<file path="src/rtl/lns_pkg.sv">
// ----------------------------------------------------------------------------
// lns_pkg
// Shared types, codes and constants of the LWE noise sampler.
// ----------------------------------------------------------------------------
package lns_pkg;

   // sample kinds, one per component
   typedef enum logic [1:0] {
      KIND_ETA1  = 2'd0,
      KIND_ETA3  = 2'd1,
      KIND_GAUSS = 2'd2,
      KIND_UNIF  = 2'd3
   } kind_type;

   // component codes
   localparam logic [1:0] COMP_R  = 2'd0;
   localparam logic [1:0] COMP_E1 = 2'd1;
   localparam logic [1:0] COMP_E2 = 2'd2;

   // register indexes (word address)
   localparam logic [2:0] REG_R_KIND     = 3'd0;
   localparam logic [2:0] REG_E1_KIND    = 3'd1;
   localparam logic [2:0] REG_E2_KIND    = 3'd2;
   localparam logic [2:0] REG_SIGMA      = 3'd3;
   localparam logic [2:0] REG_VECTOR_LEN = 3'd4;

   localparam int SIGMA_W     = 11;
   localparam int LEN_W       = 11;
   localparam int DEF_MAX_LEN = 1024;

   // inverse CDF table: 128 magnitudes in Q12
   localparam int TBL_DEPTH = 128;
   localparam int TBL_AW    = 7;
   localparam int ZW        = 15;

   // generator constants
   localparam logic [30:0] PHI0_Q32 = 31'd1713444047;
   localparam int          AREA_W   = 46;

   // reset values
   localparam kind_type             RST_R_KIND  = KIND_GAUSS;
   localparam kind_type             RST_E1_KIND = KIND_GAUSS;
   localparam kind_type             RST_E2_KIND = KIND_UNIF;
   localparam logic [SIGMA_W-1:0]   RST_SIGMA   = 11'd589;
   localparam logic [LEN_W-1:0]     RST_LEN     = 11'd512;

   typedef enum logic [3:0] {
      GEN_START,
      GEN_TOP,
      GEN_MUL1,
      GEN_MUL2,
      GEN_MUL3,
      GEN_DIV,
      GEN_ADD,
      GEN_CHK,
      GEN_FILL,
      GEN_DONE
   } gen_state_type;

   typedef struct packed {
      kind_type             r_kind;
      kind_type             e1_kind;
      kind_type             e2_kind;
      logic [SIGMA_W-1:0]   sigma;
      logic [LEN_W-1:0]     vector_len;
   } cfg_type;

   typedef struct packed {
      logic              we;
      logic [TBL_AW-1:0] addr;
      logic [ZW-1:0]     data;
   } tbl_wr_type;

   // byte mod 7 through a reciprocal multiply (exact for 8-bit inputs)
   function automatic logic [2:0] mod7(input logic [7:0] b);
      logic [18:0] p;
      logic [10:0] r;
      p = 19'(b) * 19'd293;
      r = 11'(b) - 11'(p[18:11]) * 11'd7;
      return r[2:0];
   endfunction

endpackage

</file>
<file path="src/rtl/lns_table_gen.sv">
// ----------------------------------------------------------------------------
// lns_table_gen
// Builds the inverse normal CDF table after reset by integrating the normal
// density on a 1/4096 grid; one shared multiplier serves every grid step.
// ----------------------------------------------------------------------------
module lns_table_gen (
   input  logic                clock,
   input  logic                reset,
   output lns_pkg::tbl_wr_type tbl_wr,
   output logic                done
);
   import lns_pkg::*;

   gen_state_type state_ff, state_in;

   logic [14:0]       i_ff;
   logic [7:0]        k_ff;
   logic [30:0]       dens_ff;
   logic [AREA_W-1:0] area_ff;
   logic [21:0]       t1_ff, t2_ff, t3_ff;
   logic [19:0]       q6_ff;
   logic [30:0]       nxt_ff;
   logic [AREA_W-1:0] anext_ff;

   logic [21:0]       d;
   logic [30:0]       mul_a;
   logic [52:0]       prod;
   logic [53:0]       prod_rnd;
   logic [21:0]       mres;
   logic [37:0]       div_p;
   logic [31:0]       nxt_w;
   logic [AREA_W-1:0] target;
   logic              hit;
   logic [ZW-1:0]     pick;

   // grid point offset d = 256*i + 128
   assign d = {i_ff[13:0], 8'h80};

   // shared multiplier with Q32 rounding
   always_comb begin
      case (state_ff)
         GEN_MUL2: mul_a = {9'b0, t1_ff};
         GEN_MUL3: mul_a = {9'b0, t2_ff};
         default:  mul_a = dens_ff;
      endcase
   end
   assign prod     = 53'(mul_a) * 53'(d);
   assign prod_rnd = {1'b0, prod} + 54'h0_8000_0000;
   assign mres     = prod_rnd[53:32];

   // t3 / 6 by reciprocal
   assign div_p = 38'(t3_ff) * 38'd43691;

   assign nxt_w = 32'(dens_ff) - 32'(t1_ff) + 32'(t2_ff[21:1]) - 32'(q6_ff);

   // area target for entry k: (2k+1) << 36
   assign target = {2'b00, k_ff[6:0], 1'b1, 36'b0};
   assign hit    = !k_ff[7] && (anext_ff >= target);
   assign pick   = ((target - area_ff) <= (anext_ff - target)) ? i_ff : i_ff + 15'd1;

   // next state and table writes
   always_comb begin
      state_in     = state_ff;
      tbl_wr.we    = 1'b0;
      tbl_wr.addr  = k_ff[6:0];
      tbl_wr.data  = pick;
      case (state_ff)
         GEN_START: state_in = GEN_TOP;
         GEN_TOP: begin
            if (k_ff[7])      state_in = GEN_DONE;
            else if (i_ff[14]) state_in = GEN_FILL;
            else              state_in = GEN_MUL1;
         end
         GEN_MUL1: state_in = GEN_MUL2;
         GEN_MUL2: state_in = GEN_MUL3;
         GEN_MUL3: state_in = GEN_DIV;
         GEN_DIV:  state_in = GEN_ADD;
         GEN_ADD:  state_in = GEN_CHK;
         GEN_CHK: begin
            if (hit) begin
               tbl_wr.we = 1'b1;
            end else begin
               state_in = GEN_TOP;
            end
         end
         GEN_FILL: begin
            tbl_wr.we   = 1'b1;
            tbl_wr.data = i_ff;
            if (k_ff[6:0] == 7'h7F) state_in = GEN_DONE;
         end
         GEN_DONE: state_in = GEN_DONE;
         default:  state_in = GEN_START;
      endcase
   end

   always_ff @(posedge clock) begin
      if (reset) state_ff <= GEN_START;
      else       state_ff <= state_in;
   end

   // datapath registers
   always_ff @(posedge clock) begin
      if (reset) begin
         i_ff    <= '0;
         k_ff    <= '0;
         dens_ff <= PHI0_Q32;
         area_ff <= '0;
      end else begin
         case (state_ff)
            GEN_MUL1: t1_ff <= mres;
            GEN_MUL2: t2_ff <= mres;
            GEN_MUL3: t3_ff <= mres;
            GEN_DIV:  q6_ff <= div_p[37:18];
            GEN_ADD: begin
               nxt_ff   <= nxt_w[30:0];
               anext_ff <= area_ff + AREA_W'(dens_ff) + AREA_W'(nxt_w[30:0]);
            end
            GEN_CHK: begin
               if (hit) begin
                  k_ff <= k_ff + 8'd1;
               end else begin
                  area_ff <= anext_ff;
                  dens_ff <= nxt_ff;
                  i_ff    <= i_ff + 15'd1;
               end
            end
            GEN_FILL: k_ff <= k_ff + 8'd1;
            default: ;
         endcase
      end
   end

   assign done = (state_ff == GEN_DONE);

endmodule

</file>
<file path="config.mk">
export PLATFORM = sky130hd
export DESIGN_NAME = lns_table_gen
export DESIGN_NICKNAME = d
export VERILOG_FILES = /design/src/rtl/lns_pkg.sv /design/src/rtl/lns_table_gen.sv
export SDC_FILE = /design/constraint.sdc
export NUM_CORES = 2
export LEC_CHECK = 0
export ABC_AREA = 1
export BUFFER_PORTS_ARGS = -buffer_cell sky130_fd_sc_hd__buf_2
export CORE_MARGIN = 3
export CORE_UTILIZATION = 65
export CTS_CLUSTER_DIAMETER = 40
export CTS_CLUSTER_SIZE = 8
export DETAILED_ROUTE_END_ITERATION = 10
export PLACE_DENSITY = 0.81
export SKIP_LAST_GASP = 1
export SLEW_MARGIN = 0
export SYNTH_ARGS = -nofsm -noshare
export SYNTH_HDL_FRONTEND = slang
export SYNTH_SLANG_ARGS = --single-unit
</file>
<file path="constraint.sdc">
create_clock -name clock -period 8.69 [get_ports clock]
set_input_delay 0.869 -clock clock [delete_from_list [all_inputs] [get_ports clock]]
set_output_delay 0.869 -clock clock [all_outputs]
set_load 0.005 [all_outputs]
</file>
Yosys cells after proc, flatten, opt, wreduce, memory -nomap -nowiden
Cells that the tools add are included.
{ "word_totals": {"wordCells": 64, "latch_bits": 0, "inputBits": 2, "out_inout_bits": 24, "memories": 0, "mem_bits_rw": 0, "rom_bits": 0, "regBits": 267} }
{ "classes": {"multipliers": 2, "mux": 12, "magnitude_cmp": 2, "bitwise_logic": 2, "addsub": 10, "div_mod_pow": 0, "eq_ne": 13, "n_reduce_logical": 12, "shifts": 0} }
{ "ops": {"columns": ["op", "count"], "rows": [
  ["$add 46x31->46", 2],
  ["$pmux 31 s2", 1],
  ["$add 53x32->54 const B", 1],
  ["$ge 46x44->1", 1],
  ["$le 46x46->1", 1],
  ["$mul 31x15->46", 1],
  ["$sub 44x46->46", 1],
  ["$sub 46x44->46", 1],
  ["$pmux 4 s10", 1],
  ["$mul 22x16->38 const B", 1],
  ["$add 31x21->31", 1],
  ["$sub 31x20->31", 1],
  ["$sub 31x22->31", 1],
  ["$mux 15", 2],
  ["$eq 4x3->1 const B", 4],
  ["$mux 4", 4],
  ["$pmux 8 s2", 1],
  ["$reduce_and 2->1", 8],
  ["$add 15x1->15 const B", 1],
  ["$add 8x1->8 const B", 1],
  ["$eq 4x2->1 const B", 2],
  ["$eq 4x4->1 const B", 2],
  ["$mux 8", 1],
  ["$eq 7x7->1 const B", 1],
  ["other kinds (9)", 12]
]} }

Longest topological paths before layout
{ "depth": {"word_depth": 4, "depth_mapped": 43, "mapped_depth_nobuf": 40} }

Least setup slack after synthesis
No wires, ideal clock.
{ "synth_timing": {"path_type": "reg-to-reg", "start": "reg state_ff[3]", "end": "reg t1_ff[13] (data pin)", "t_required_ns": 8.429, "path_stages_with_launch": 36, "arrival_ns": 7.268, "setup_slack_ns": 1.161, "synth_period_minus_slack_ns": 7.529, "path_cell_list": "dfxtp_1 nor2_4 nand2_2 clkbuf_1 nand2_1 inv_1 clkbuf_1 a21oi_1 inv_1 nand2_1 fa_1 fa_1 inv_1 fa_1 fa_1 fa_1 inv_1 fa_1 inv_1 ha_1 nand2_1 nor2_1 inv_1 nor4_1 nand2_1 nand3_1 and2_1 ha_1 inv_1 nor2_4 nand2_2 nor2_2 buf_4 nand3_1 nand2_1 nand2_1"} }
{ "synth_between": {"elab_chain_cells": 4} }
{ "synth_rtl": {"columns": ["item", "line_no", "rtl"], "rows": [
  ["from (decl)", "lns_table_gen.sv:14", "gen_state_type state_ff, state_in;"],
  ["from (signal assigned)", "lns_table_gen.sv:98", "else state_ff <= state_in;"],
  ["$eq 4x3->1 or $eq 4x2->1 (tied branches)", "lns_table_gen.sv:41", "case (state_ff)"],
  ["$pmux 31 s2 (*)", "lns_table_gen.sv:41", null],
  ["$mul 31x15->46 (*)", "lns_table_gen.sv:47", "assign prod = 53'(mul_a) * 53'(d);"],
  ["$add 53x32->54 (*)", "lns_table_gen.sv:48", "assign prod_rnd = {1'b0, prod} + 54'h0_8000_0000;"],
  ["via prod_rnd[45]", "lns_table_gen.sv:28", "logic [53:0] prod_rnd;"],
  ["to (signal assigned)", "lns_table_gen.sv:110", "GEN_MUL1: t1_ff <= mres;"],
  ["to (decl)", "lns_table_gen.sv:20", "logic [21:0] t1_ff, t2_ff, t3_ff;"]
]} }
The timed path passes the listed nets; every way through them passes the cells marked *.
A chain may end at the register's enable or synchronous reset.

Worst setup path in the final report
{ "layout_timing": {"start": "reg state_ff[0]", "end": "reg t1_ff[4] (data pin)"} }
Same word-level chain as after synthesis.

==> run_results.csv <==
group,metric,value,unit
yosys,yosys-top-cells-area,"fa_1, edfxtp_1, ha_1",
floorplanning,num_rows,88,
critical_path,crit_required,8.99,ns
yosys,synth_nets,5526,
critical_path,cp_slowest_cell,"fa_1",
yosys,synth-seq-area-share,0.1816,
sta,slew_viol_final,0,
sta,skew,0.02407,ns
yosys,synth_top_area_frac,0.2981,
cts,cts_hold_buf,0,
routing,first_pass_iters,6,
routing,avgViaCountPerCell,5.827,
yosys,synthMostInstantiatedCell,"inv_1",
floorplanning,fp.dieH,249.1,um
yosys,synth-async-reset-ratio,0,
critical_path,path_class,"flip-flop to flip-flop",
cells_and_area,design_area,41110,sq um
cts,clk_path_buf_depth,3,
global_routing,grt_pass1_vias,32070,
yosys,yosysTopAreaCell,"fa_1",
sta,setup_tns,0,ns
cts,clk_pin_slew_worst_paths,0.05,ns
routing,antenna_left,0,
placed_design,place_hpwl,92.15,mm
critical_path,crit_path_end_kind,"flip-flop",
critical_path,worst_setup_path_start_kind,"flip-flop",
cts,htreeDepth,2,
yosys,synth_ff_type,"edfxtp_1",
critical_path,crit_path_start,"state_ff[0]",
floorplanning,ios,26,
yosys,synth_common_cells,"inv_1, nand2_1, fa_1",
cells_and_area,multi_input_area,27120,sq um
cts,clock_sinks,267,
placed_design,io_buffers,25,
routing,drt-total-wl,112.8,mm
cells_and_area,nets,5564,
job,maxCapViolCount,0,
cells_and_area,regArea,6977,sq um
sta,hold_viol_final,0,
cts,cts_tree,"built",
yosys,postSynthCellCount,4564,
cts,clk_latency,0.59,ns
power_and_ir_drop,peakVddDrop,0.0002265,V
yosys,synth_cell_types,61,
routing,wire_per_inst,20.90,um
sta,post-route-period-util,0.9471,
power_and_ir_drop,power_leakage,20.30,nW
cells_and_area,fillers,4540,
global_routing,antenna_found_initial,0,
critical_path,reg2reg_depth,29,
critical_path,cpPeakStageDelay,0.59,ns
routing,vias,31460,
critical_path,reg2reg_from,"state_ff[0]",
sta,worstMarginPinSlew,1.273,ns
power_and_ir_drop,p_per_area,142.3,nW/um^2
floorplanning,design.die.area,62060,sq um
sta,slew_headroom,0.1503,
cts,clock_tree.root_cell,"clkbuf_16",
global_routing,grt_overflow,0,
global_routing,grt_max_degree,124,
placed_design,gp_congestion,1.039,
cells_and_area,drive_gt1_frac,0.04575,
sta,min_period,8.230,ns
critical_path,worstPathArrival,8.53,ns
sta,grt_setup_unrepaired,"false",
global_routing,grt_pass1_wl,178.7,mm
routing,drc_errors,0,
routing,drtIter0Drc,3161,
min_path,hp-class,"flip-flop to flip-flop",
critical_path,path_max_fanout,21,
floorplanning,chipWidth,249.1,um
yosys,yosys_warnings,0,
cells_and_area,diodes,0,
yosys,avgSynthCellArea,8.417,sq um
floorplanning,initial_core_util,0.6608,
yosys,synth_area,38420,sq um
cells_and_area,area_growth,6.999,%
outcome,outcome,"completed",
global_routing,grt_usage,0.3695,
min_path,min_from,"nxt_ff[0]",
cts,numCtsBuffers,47,
floorplanning,core,58140,sq um
placed_design,placed_area,39580,sq um
min_path,hold_depth,2,
yosys,synth_edf_count,163,
sta,fmax,0.1215,GHz
yosys,ys_ff_latch,267,
sta,setup_violations,0,
stage by stage:
step	power (W)	hold WS (ns)	cells	util	setup WS, ns
final	0.005849	0.4427	5399	0.7071	0.4600
after global routing	0.006233	0.4556	5399	0.7071	0.008463
after CTS	0.005812	0.4420	5397	0.7060	0.2977
after detailed placement	0.004047	0.4313	5316	0.6808	0.4215
after global placement	0.003997	0.4272	5316	0.6808	0.4712
after floorplan	0.003359	0.4220	4564	-	1.161
cell type report:
class	instances	share of cell area
well taps	765	0.02329
flip-flops and latches	267	0.1697
inverters	1052	0.09625
repair buffers	91	0.01540
multi-input cells	3143	0.6597
clock inverters	19	0.004870
clock buffers	62	0.03074
path summary, 6_finish.rpt:
check | endpoint | slack (ns)
worst min-delay path | dens_ff[0] | 0.44
worst max register to register | t1_ff[4] | 0.46
worst min register to register | dens_ff[0] | 0.44
worst max-delay path | t1_ff[4] | 0.46
worst max-delay path, delay by kind of cell, from the launching register on:
kind,cells,cell delay [ns]
AOI/OAI and AO/OA,2,0.77
xor gates and xnor gates,2,0.85
adders and majority gates,7,3.62
buffers and inverters,8,0.94
DFF,1,0.39
and+or+nand+nor,10,1.39
state kept, by name, indices dropped and copies added, names as in the netlist:
signal,flops
t3_ff,22
dens_ff,31
anext_ff,46
area_ff,46
state_ff,4
t1_ff,22
t2_ff,22
q6_ff,20
nxt_ff,31
k_ff,8
i_ff,15
per-layer routing:
layer | vias up | track usage | routed length [um]
met5 | - | 0 | 0
met4 | 0 | 0.1603 | 5601
met3 | 331 | 0.1045 | 13190
met2 | 1738 | 0.5728 | 50570
met1 | 15080 | 0.4891 | 43450
li1 | 14320 | - | -
placed cells by master (no fill, tap or decap), types with 20 or more instances in the layout:
master and instances:
a21oi_1 316, buf_2 25, buf_4 65, clkbuf_16 48, dfxtp_1 104, edfxtp_1 163
fa_1 572, ha_1 388, inv_1 1034, nand2_1 646, nand3_1 126, nand4_1 43
nor2_1 452, nor3_1 45, o211ai_1 20, o21ai_0 191, xnor2_1 46, xor2_1 129
report_power, final:
part	total (W)	internal, W	switching [W]	leakage (nW)
combinational	0.00259	0.000934	0.00166	17.3
sequential	0.00150	0.00148	0.0000184	2.32
clock	0.00176	0.00110	0.000652	0.712
total	0.00585	0.00352	0.00233	20.3
what timing repair did:
action                                  4_1_cts  5_1_grt
endpoints found under the setup margin        0       30
gates resized for setup                       0       10
setup buffers                                 0        2
cells by family (layout without fill, tap and decap cells):
kind of cell               count (synthesis)  in the layout  synth area share
AOI/OAI and AO/OA                        635            635           0.09097
xor gates and xnor gates                 177            177           0.04104
adders and majority gates                960            960            0.4244
buffers and inverters                   1154           1224            0.1139
DFF                                      267            267            0.1816
and+or+nand+nor                         1371           1371            0.1481
(Power assumes the default switching activity.)
