$ cat src/rtl/lns_pkg.sv
// ----------------------------------------------------------------------------
// lns_pkg
// Shared types, codes and constants of the LWE noise sampler.
// ----------------------------------------------------------------------------
package lns_pkg;

   // sample kinds, one per component
   typedef enum logic [1:0] {
      KIND_ETA1  = 2'd0,
      KIND_ETA3  = 2'd1,
      KIND_GAUSS = 2'd2,
      KIND_UNIF  = 2'd3
   } kind_type;

   // component codes
   localparam logic [1:0] COMP_R  = 2'd0;
   localparam logic [1:0] COMP_E1 = 2'd1;
   localparam logic [1:0] COMP_E2 = 2'd2;

   // register indexes (word address)
   localparam logic [2:0] REG_R_KIND     = 3'd0;
   localparam logic [2:0] REG_E1_KIND    = 3'd1;
   localparam logic [2:0] REG_E2_KIND    = 3'd2;
   localparam logic [2:0] REG_SIGMA      = 3'd3;
   localparam logic [2:0] REG_VECTOR_LEN = 3'd4;

   localparam int SIGMA_W     = 11;
   localparam int LEN_W       = 11;
   localparam int DEF_MAX_LEN = 1024;

   // inverse CDF table: 128 magnitudes in Q12
   localparam int TBL_DEPTH = 128;
   localparam int TBL_AW    = 7;
   localparam int ZW        = 15;

   // generator constants
   localparam logic [30:0] PHI0_Q32 = 31'd1713444047;
   localparam int          AREA_W   = 46;

   // reset values
   localparam kind_type             RST_R_KIND  = KIND_GAUSS;
   localparam kind_type             RST_E1_KIND = KIND_GAUSS;
   localparam kind_type             RST_E2_KIND = KIND_UNIF;
   localparam logic [SIGMA_W-1:0]   RST_SIGMA   = 11'd589;
   localparam logic [LEN_W-1:0]     RST_LEN     = 11'd512;

   typedef enum logic [3:0] {
      GEN_START,
      GEN_TOP,
      GEN_MUL1,
      GEN_MUL2,
      GEN_MUL3,
      GEN_DIV,
      GEN_ADD,
      GEN_CHK,
      GEN_FILL,
      GEN_DONE
   } gen_state_type;

   typedef struct packed {
      kind_type             r_kind;
      kind_type             e1_kind;
      kind_type             e2_kind;
      logic [SIGMA_W-1:0]   sigma;
      logic [LEN_W-1:0]     vector_len;
   } cfg_type;

   typedef struct packed {
      logic              we;
      logic [TBL_AW-1:0] addr;
      logic [ZW-1:0]     data;
   } tbl_wr_type;

   // byte mod 7 through a reciprocal multiply (exact for 8-bit inputs)
   function automatic logic [2:0] mod7(input logic [7:0] b);
      logic [18:0] p;
      logic [10:0] r;
      p = 19'(b) * 19'd293;
      r = 11'(b) - 11'(p[18:11]) * 11'd7;
      return r[2:0];
   endfunction

endpackage

$ cat src/rtl/lns_sample_pipe.sv
// ----------------------------------------------------------------------------
// lns_sample_pipe
// Three-stage sample pipeline: position and table read, multiply by sigma,
// clamp and round into the output register.
// ----------------------------------------------------------------------------
module lns_sample_pipe #(
   parameter int MAX_LEN = lns_pkg::DEF_MAX_LEN
) (
   input  logic                clock,
   input  logic                reset,
   input  lns_pkg::cfg_type    cfg,
   input  lns_pkg::tbl_wr_type tbl_wr,
   input  logic                tbl_ready,
   input  logic                req_valid,
   output logic                req_stall,
   input  logic [7:0]          req_random_byte,
   output logic                rsp_valid,
   input  logic                rsp_stall,
   output logic signed [6:0]   rsp_sample,
   output logic [1:0]          rsp_component,
   output logic                rsp_last
);
   import lns_pkg::*;

   localparam int PW = $clog2(2 * MAX_LEN + 1);

   logic [ZW-1:0] tbl_mem [TBL_DEPTH];

   logic          adv, accept;
   logic [PW-1:0] pos_ff, pos_in, len_eff;
   logic [1:0]    comp_in;
   logic          last_in;
   kind_type      kind;
   logic [7:0]    b;
   logic [6:0]    small_in;
   logic [TBL_AW-1:0] rd_addr;

   logic          v1_ff, gauss1_ff, neg1_ff, last1_ff;
   logic [6:0]    small1_ff;
   logic [1:0]    comp1_ff;
   logic [ZW-1:0] rd_ff;

   logic          v2_ff, gauss2_ff, neg2_ff, last2_ff;
   logic [6:0]    small2_ff;
   logic [1:0]    comp2_ff;
   logic [25:0]   prod2_ff;

   logic [25:0]   bound, clamped;
   logic [26:0]   rnd;
   logic [6:0]    gmag, sample_in;

   logic          rsp_valid_ff, rsp_last_ff;
   logic [6:0]    rsp_sample_ff;
   logic [1:0]    rsp_comp_ff;

   // whole pipeline moves unless the output holds a stalled transaction
   assign adv       = !(rsp_valid_ff && rsp_stall);
   assign req_stall = !tbl_ready || !adv;
   assign accept    = req_valid && !req_stall;
   assign b         = req_random_byte;

   // effective length, clamped to 1..MAX_LEN
   always_comb begin
      if (cfg.vector_len == '0)
         len_eff = PW'(1);
      else if (32'(cfg.vector_len) > 32'(MAX_LEN))
         len_eff = PW'(MAX_LEN);
      else
         len_eff = PW'(cfg.vector_len);
   end

   // component select and position step
   always_comb begin
      last_in = 1'b0;
      if (pos_ff < len_eff) begin
         comp_in = COMP_R;
         kind    = cfg.r_kind;
         pos_in  = pos_ff + PW'(1);
      end else if (pos_ff < (len_eff << 1)) begin
         comp_in = COMP_E1;
         kind    = cfg.e1_kind;
         pos_in  = pos_ff + PW'(1);
      end else begin
         comp_in = COMP_E2;
         kind    = cfg.e2_kind;
         last_in = 1'b1;
         pos_in  = '0;
      end
   end

   // non-Gaussian kinds
   always_comb begin
      case (kind)
         KIND_ETA1: small_in = 7'(b[0]) - 7'(b[1]);
         KIND_ETA3: small_in = (7'(b[0]) + 7'(b[1]) + 7'(b[2]))
                             - (7'(b[3]) + 7'(b[4]) + 7'(b[5]));
         KIND_UNIF: small_in = 7'(mod7(b)) - 7'd3;
         default:   small_in = '0;
      endcase
   end

   // mirror: upper half reads directly, lower half reads the reflected entry
   assign rd_addr = b[7] ? b[6:0] : ~b[6:0];

   // table memory
   always_ff @(posedge clock) begin
      if (tbl_wr.we) tbl_mem[tbl_wr.addr] <= tbl_wr.data;
   end
   always_ff @(posedge clock) begin
      if (adv) rd_ff <= tbl_mem[rd_addr];
   end

   // position counter
   always_ff @(posedge clock) begin
      if (reset)       pos_ff <= '0;
      else if (accept) pos_ff <= pos_in;
   end

   // stage 1
   always_ff @(posedge clock) begin
      if (reset) v1_ff <= 1'b0;
      else if (adv) v1_ff <= accept;
   end
   always_ff @(posedge clock) begin
      if (adv) begin
         gauss1_ff <= (kind == KIND_GAUSS);
         neg1_ff   <= !b[7];
         small1_ff <= small_in;
         comp1_ff  <= comp_in;
         last1_ff  <= last_in;
      end
   end

   // stage 2: z * sigma
   always_ff @(posedge clock) begin
      if (reset) v2_ff <= 1'b0;
      else if (adv) v2_ff <= v1_ff;
   end
   always_ff @(posedge clock) begin
      if (adv) begin
         gauss2_ff <= gauss1_ff;
         neg2_ff   <= neg1_ff;
         small2_ff <= small1_ff;
         comp2_ff  <= comp1_ff;
         last2_ff  <= last1_ff;
         prod2_ff  <= 26'(rd_ff) * 26'(cfg.sigma);
      end
   end

   // clamp to 6 sigma, round half away from zero
   assign bound     = {(14'(cfg.sigma) << 2) + (14'(cfg.sigma) << 1), 12'b0};
   assign clamped   = (prod2_ff > bound) ? bound : prod2_ff;
   assign rnd       = 27'(clamped) + 27'h8_0000;
   assign gmag      = rnd[26:20];
   assign sample_in = gauss2_ff ? (neg2_ff ? -gmag : gmag) : small2_ff;

   // output register
   always_ff @(posedge clock) begin
      if (reset) rsp_valid_ff <= 1'b0;
      else if (adv) rsp_valid_ff <= v2_ff;
   end
   always_ff @(posedge clock) begin
      if (adv) begin
         rsp_sample_ff <= sample_in;
         rsp_comp_ff   <= comp2_ff;
         rsp_last_ff   <= last2_ff;
      end
   end

   assign rsp_valid     = rsp_valid_ff;
   assign rsp_sample    = rsp_sample_ff;
   assign rsp_component = rsp_comp_ff;
   assign rsp_last      = rsp_last_ff;

endmodule

$ cat config.mk
export PLATFORM = sky130hd
export DESIGN_NAME = lns_sample_pipe
export DESIGN_NICKNAME = d
export VERILOG_FILES = /design/src/rtl/lns_pkg.sv /design/src/rtl/lns_sample_pipe.sv
export SDC_FILE = /design/constraint.sdc
export NUM_CORES = 2
export LEC_CHECK = 0
export ABC_AREA = 0
export BUFFER_PORTS_ARGS = -buffer_cell sky130_fd_sc_hd__buf_2
export CAP_MARGIN = 20
export CORE_UTILIZATION = 25
export CTS_CLUSTER_DIAMETER = 100
export DETAILED_ROUTE_END_ITERATION = 8
export GPL_TIMING_DRIVEN = 0
export PLACE_DENSITY = 0.49
export SLEW_MARGIN = 20
export SYNTH_ARGS = -nofsm -noshare
export SYNTH_HDL_FRONTEND = slang
export SYNTH_SLANG_ARGS = --single-unit
$ cat constraint.sdc
create_clock -name clock -period 13.7 [get_ports clock]
set_clock_uncertainty 0.15 [all_clocks]
set_input_delay 2.74 -clock clock [delete_from_list [all_inputs] [get_ports clock]]
set_output_delay 2.74 -clock clock [all_outputs]
set_load 0.02 [all_outputs]
After elaboration in Yosys (flattened, before gate mapping)
Memories as Yosys holds them, arrays and structs flattened. A register that Yosys moved wholly into a read port is not among the register bits.
Index checks and enable logic that the tools add are counted.
- RAM bits: 1920
- output and inout bits: 12
- flip-flop bits (word level): 75
- memories: 1
- input bits: 64
- reductions and logical operators: 9
- eq/ne operators: 3
- magnitude comparators: 4
- add/sub/neg operators: 12
- multiply operators: 3
- multiplexer cells: 15
- bitwise operators: 1
- memory list (memory ; words ; bits a word ; read ports ; clocked after Yosys merged registers in ; write ports ; line ; source):
    tbl_mem ; 128 ; 15 ; 1 ; 1 ; 1 ; lns_sample_pipe.sv:27 ; logic [ZW-1:0] tbl_mem [TBL_DEPTH];
- operators with widths (cell ; number):
    $mux W12 ; 3
    $add A26 B20 Y27 const B ; 1
    $gt A26 B26 Y1 ; 1
    $mul A15 B11 Y26 ; 1
    $mux W26 ; 1
    $lt A12 B12 Y1 ; 2
    $mux W7 ; 3
    $pmux W7 S3 ; 1
    $mul A8 B9 Y17 const B ; 1
    $add A13 B12 Y14 ; 1
    $add A12 B1 Y12 const B ; 1
    $gt A11 B11 Y1 const B ; 1
    $logic_not A11 Y1 ; 1
    $mux W11 ; 1
    $neg A7 Y7 ; 1
    $not A7 Y7 ; 1
    $add A2 B1 Y3 ; 2
    $mul A6 B3 Y3 const B ; 1
    $mux W2 ; 3
    $add A1 B1 Y2 ; 2
    $eq A2 B2 Y1 const B ; 2
    $logic_not A1 Y1 ; 4
    $sub A3 B2 Y4 const B ; 1
    $sub A3 B3 Y4 ; 1
    7 further kinds ; 10

Depth between registers and ports, before layout
- word-level depth: 8
- depth in mapped cells: 24
- gate-level depth less buffers: 23

Least setup slack after synthesis
Ideal clock, no wire load.
- kind: input to register
- start: input port cfg[13] (netlist name)
- end: register prod2_ff[24], data pin
- data required time: 13.285 ns
- setup time: 0.265 ns
- stages: 19
- data arrival time: 7.539 ns
- setup slack: 5.746 ns
- cell sequence: clkbuf_1 -> nand2_1 -> fa_1 -> inv_1 -> fa_1 -> inv_1 -> fa_1 -> inv_1 -> fa_1 -> fa_1 -> ha_1 -> a21o_1 -> or3_1 -> o21ai_0 -> nand4b_1 -> a31oi_1 -> a211oi_1 -> o21ai_0 -> xor2_1
- word-level cells in the longest chain between the ends: 1
- RTL lines (what ; line ; source):
    start: declaration ; lns_sample_pipe.sv:11 ; input lns_pkg::cfg_type cfg,
    $mul A15 B11 Y26 ; lns_sample_pipe.sv:146 ; prod2_ff <= 26'(rd_ff) * 26'(cfg.sigma);
    end signal: assignment ; lns_sample_pipe.sv:146 ;
    end: declaration ; lns_sample_pipe.sv:46 ; logic [25:0] prod2_ff;
No other way between the ends.
A chain may end at the register's enable or synchronous reset.

Final worst setup path
- start: input port cfg[21] (netlist name)
- end: register prod2_ff[23], data pin
Same word-level chain as after synthesis.

==> reports/summary.log <==
INFO  hold_path      timing.hold.worst.start=comp1_ff[0]
INFO  placement      place_inst=8598
INFO  die            design.portCount=76
INFO  timing         slew_headroom=31.1%
INFO  synth          count_of_flip_flops_with_a_built_in_enable_after_synthesis=1986
INFO  final_layout   area_added_between_synthesis_and_finish=18.4%
INFO  final_layout   num-nets-final=4758
INFO  clock_tree     cts.root.buffer_cell=clkbuf_16
INFO  synth          synth_top_area_share=70.9%
INFO  die            core-area=334000µm²
INFO  synth          netlist_instances=3998
INFO  outcome        outcome=completed
INFO  routing        antenna_violating_nets_post_route=0
INFO  timing         max_freq=121MHz
INFO  routing        route.detailed.vias_per_inst=4.49
INFO  worst_setup_path reg2reg_from=rd_ff[6]
INFO  final_layout   number_of_inserted_filler_cells_in_the_final_layout=32310
INFO  clock_tree     holdBufCountCts=0
INFO  timing         final_period_minus_worst_setup_slack=8.23ns
INFO  synth          postSynthAreaPerCell=21.0µm²
INFO  worst_setup_path cp_common_cell=fa_1
INFO  grt            grt_remaining_overflow=0
INFO  final_layout   fin_cells=8999
INFO  power_and_ir_drop power-per-cell-area=184nW/µm²
INFO  worst_setup_path critical_path.startpoint_type=primary input
INFO  synth          synth_warnings=0
INFO  final_layout   drive_above_1_share=29.5%
INFO  routing        detail_route.drc_violations=0
INFO  placement      gpl.final_weighted_congestion=0.794
INFO  clock_tree     post_cts_buffers=0
INFO  synth          synth_commonest_cells=edfxtp_1, mux4_2, inv_1, nor2_1, nand2_1
INFO  worst_setup_path max_stage_delay=0.50ns
INFO  worst_setup_path timing.critical_path.fanout_max=10
INFO  hold_path      hold_class=reg2reg
INFO  routing        detailroute.via_count=40418
INFO  clock_tree     tritoncts.num_buffers=209
INFO  worst_setup_path critPathKind=in2reg
INFO  hold_path      number_of_instances_on_the_worst_hold_path=0
INFO  timing         fin_tns_setup=0ns
INFO  power_and_ir_drop vdd_ir_drop_max=369µV
INFO  placement      hpwl=153mm
INFO  synth          ys_seq_elements=2001
INFO  hold_path      timing.hold.worst_endpoint=comp2_ff[0]
INFO  routing        wl_per_cell=24.7µm
INFO  worst_setup_path slowest_stage=clkbuf_1
INFO  grt            grt_max_degree=97
INFO  timing         final-hold-violation-count=0
INFO  timing         grt_setup_unrepaired=no
INFO  synth          top_area_cells_in_the_synthesized_netlist=edfxtp_1, mux4_2, fa_1, ha_1, inv_1
INFO  die            floorplan.die.height=582µm
INFO  synth          synthMostInstantiatedCell=edfxtp_1
INFO  worst_setup_path worst_reg_to_reg_setup_slack=7.45ns
INFO  power_and_ir_drop p_leak=31.8nW
INFO  flow_run       max-cap-violations=0
INFO  grt            first_pass_grt_wire_length=314mm
INFO  die            start_util=25.2%
INFO  synth          synth_nets=4334
INFO  worst_setup_path setup.worst_path.end_class=flip-flop
INFO  clock_tree     clock_latency=0.85ns
INFO  routing        finalWirelength=222mm
INFO  die            die_area=339000µm²
INFO  timing         whs=0.237ns
INFO  final_layout   final_cell_utilization_of_the_core=29.8%
INFO  routing        drt_iter0_drc=3601
INFO  synth          post_synth_instance_area=84100µm²
INFO  placement      numPortBuffers=71
INFO  grt            groute.usage.overall=12.9%
INFO  worst_setup_path reg2reg_depth=19
INFO  synth          synth-async-reset-ratio=0%
INFO  routing        detail_route.first_pass.iterations=7
INFO  synth          synth_ff_type=edfxtp_1
INFO  clock_tree     clkSinkCount=2001
INFO  clock_tree     clock_tree_from_tritoncts=done
INFO  grt            grt_antenna_before_repair=29
INFO  worst_setup_path critPathRequiredTime=14.09ns
INFO  synth          synth_area_leader_cell=edfxtp_1
INFO  timing         fin_crit_sh=60.1%
INFO  die            rows=212
INFO  synth          seq_area_frac_synth=71.3%
INFO  clock_tree     cts.path.max_buffers=3
INFO  timing         tightest_slew=1.03ns
INFO  timing         maxSlewViolCount=0
INFO  die            floorplan.die.width=582µm
INFO  clock_tree     post_cts_resized=0
INFO  worst_setup_path cp_cell_instances=buf_2, clkbuf_1, clkbuf_1, and2_1, fa_1, fa_1, fa_1, inv_1, fa_1, inv_1, fa_1, ha_1, a21o_1, a21oi_1, nor3b_1, o21ai_0, a41oi_1, a211o_1, nand3b_1, xor2_1
INFO  clock_tree     clock_tree.htree_level_count=4
INFO  timing         finalSetupViolations=0
INFO  clock_tree     cts.reportedPaths.clkPinSlew=0.06ns
INFO  grt            first_global_vias=42239
INFO  synth          synth_cell_type_count=66
INFO  worst_setup_path arrival=8.62ns
INFO  worst_setup_path crit-reg2reg-capture=prod2_ff[24]
worst max-delay path by stage:
stage | startpoint | slack [ns] | cells past startpoint | to
global route | cfg[21] | 5.00 | 20 | prod2_ff[25]
floorplan | cfg[13] | 5.75 | 19 | prod2_ff[24]
finish | cfg[21] | 5.47 | 20 | prod2_ff[23]
detailed placement | cfg[21] | 4.55 | 20 | prod2_ff[23]
global placement | cfg[13] | 4.65 | 20 | prod2_ff[24]
CTS | cfg[21] | 5.43 | 20 | prod2_ff[23]
power breakdown:
part	switching, mW	total [mW]	internal (mW)
Sequential	0.0399	7.13	7.09
Clock	2.41	5.62	3.21
Combinational	3.10	5.60	2.50
metal layers:
metal	part of all wire [%]	vias to the layer above	wire length [µm]	track usage (%)
met1	43	21847	96200	17.1
met2	47	1067	105000	20.8
li1	-	17200	-	-
met4	2.4	10	5290	3.41
met5	0.067	-	149	0.213
met3	6.9	294	15400	3.59
stage by stage:
stage	total power, mW	setup WS, ns	area, µm²
CTS	18.6	5.43	99500
global placement	12.9	4.65	89900
floorplan	11.4	5.75	84100
finish	18.4	5.47	99600
detailed placement	12.9	4.55	92700
global route	19.4	5.00	99600
area by class of cell:
class                      instances  area [µm²]  area share (%)
antenna                            9        22.5          0.0226
clock buffer                     261        5470            5.49
multi-input combinational       1649       23200            23.3
tap                             4387        5490            5.51
timing repair buffer             213        2610            2.62
clock inverter                   131        1380            1.38
sequential                      2001       59900            60.2
buffer                           185         822           0.826
inverter                         163         612           0.614
cells in the final DEF (no fill, tap or decap), types with 16 or more instances in the layout:
cell          n
buf_16       29
clkbuf_1    150
xor2_1       22
a21o_1       16
clkbuf_16   211
ha_1        146
mux4_2      630
bufinv_16    19
xnor2_1      41
nand3_1      33
mux2_2       23
o21ai_0      23
clkinv_1     46
buf_6        78
clkinv_2     37
a21oi_1      37
inv_1       162
buf_1        25
buf_2        80
fa_1        126
nor2_4       28
nor2b_1      19
buf_8        33
nand2_1     153
edfxtp_1   1986
nor2_1       40
and2_1       68
nor2_2       91
buf_4        36
critical path: cells and delay by family:
family          cells  cell delay, ns
compound gates      5            1.22
xor+xnor            1            0.15
fa+ha+maj           6            2.55
buf+inv             5            1.22
simple gates        3            0.73
kinds of logic after synthesis:
| family | after synthesis | synth area share (%) |
|---|---|---|
| flip-flops | 2001 | 71.3 |
| multiplexers | 660 | 17.3 |
| AO/OA/AOI/OAI | 127 | 0.979 |
| XOR/XNOR | 65 | 0.693 |
| AND/OR/NAND/NOR | 524 | 2.92 |
| buffers and inverters | 348 | 1.68 |
| adder cells (fa/ha/maj) | 273 | 5.18 |
registers in the layout (all words and copies together) (netlist names):
signal,cells
comp1_ff,1
comp2_ff,1
gauss1_ff,1
gauss2_ff,1
last1_ff,1
last2_ff,1
neg1_ff,1
neg2_ff,1
pos_ff,12
prod2_ff,26
rd_ff,15
rsp_component,1
rsp_last,1
rsp_sample,7
rsp_valid,1
small1_ff,4
small2_ff,4
tbl_mem,1920
v1_ff,1
v2_ff,1
Power figures use the tool's default switching activity.
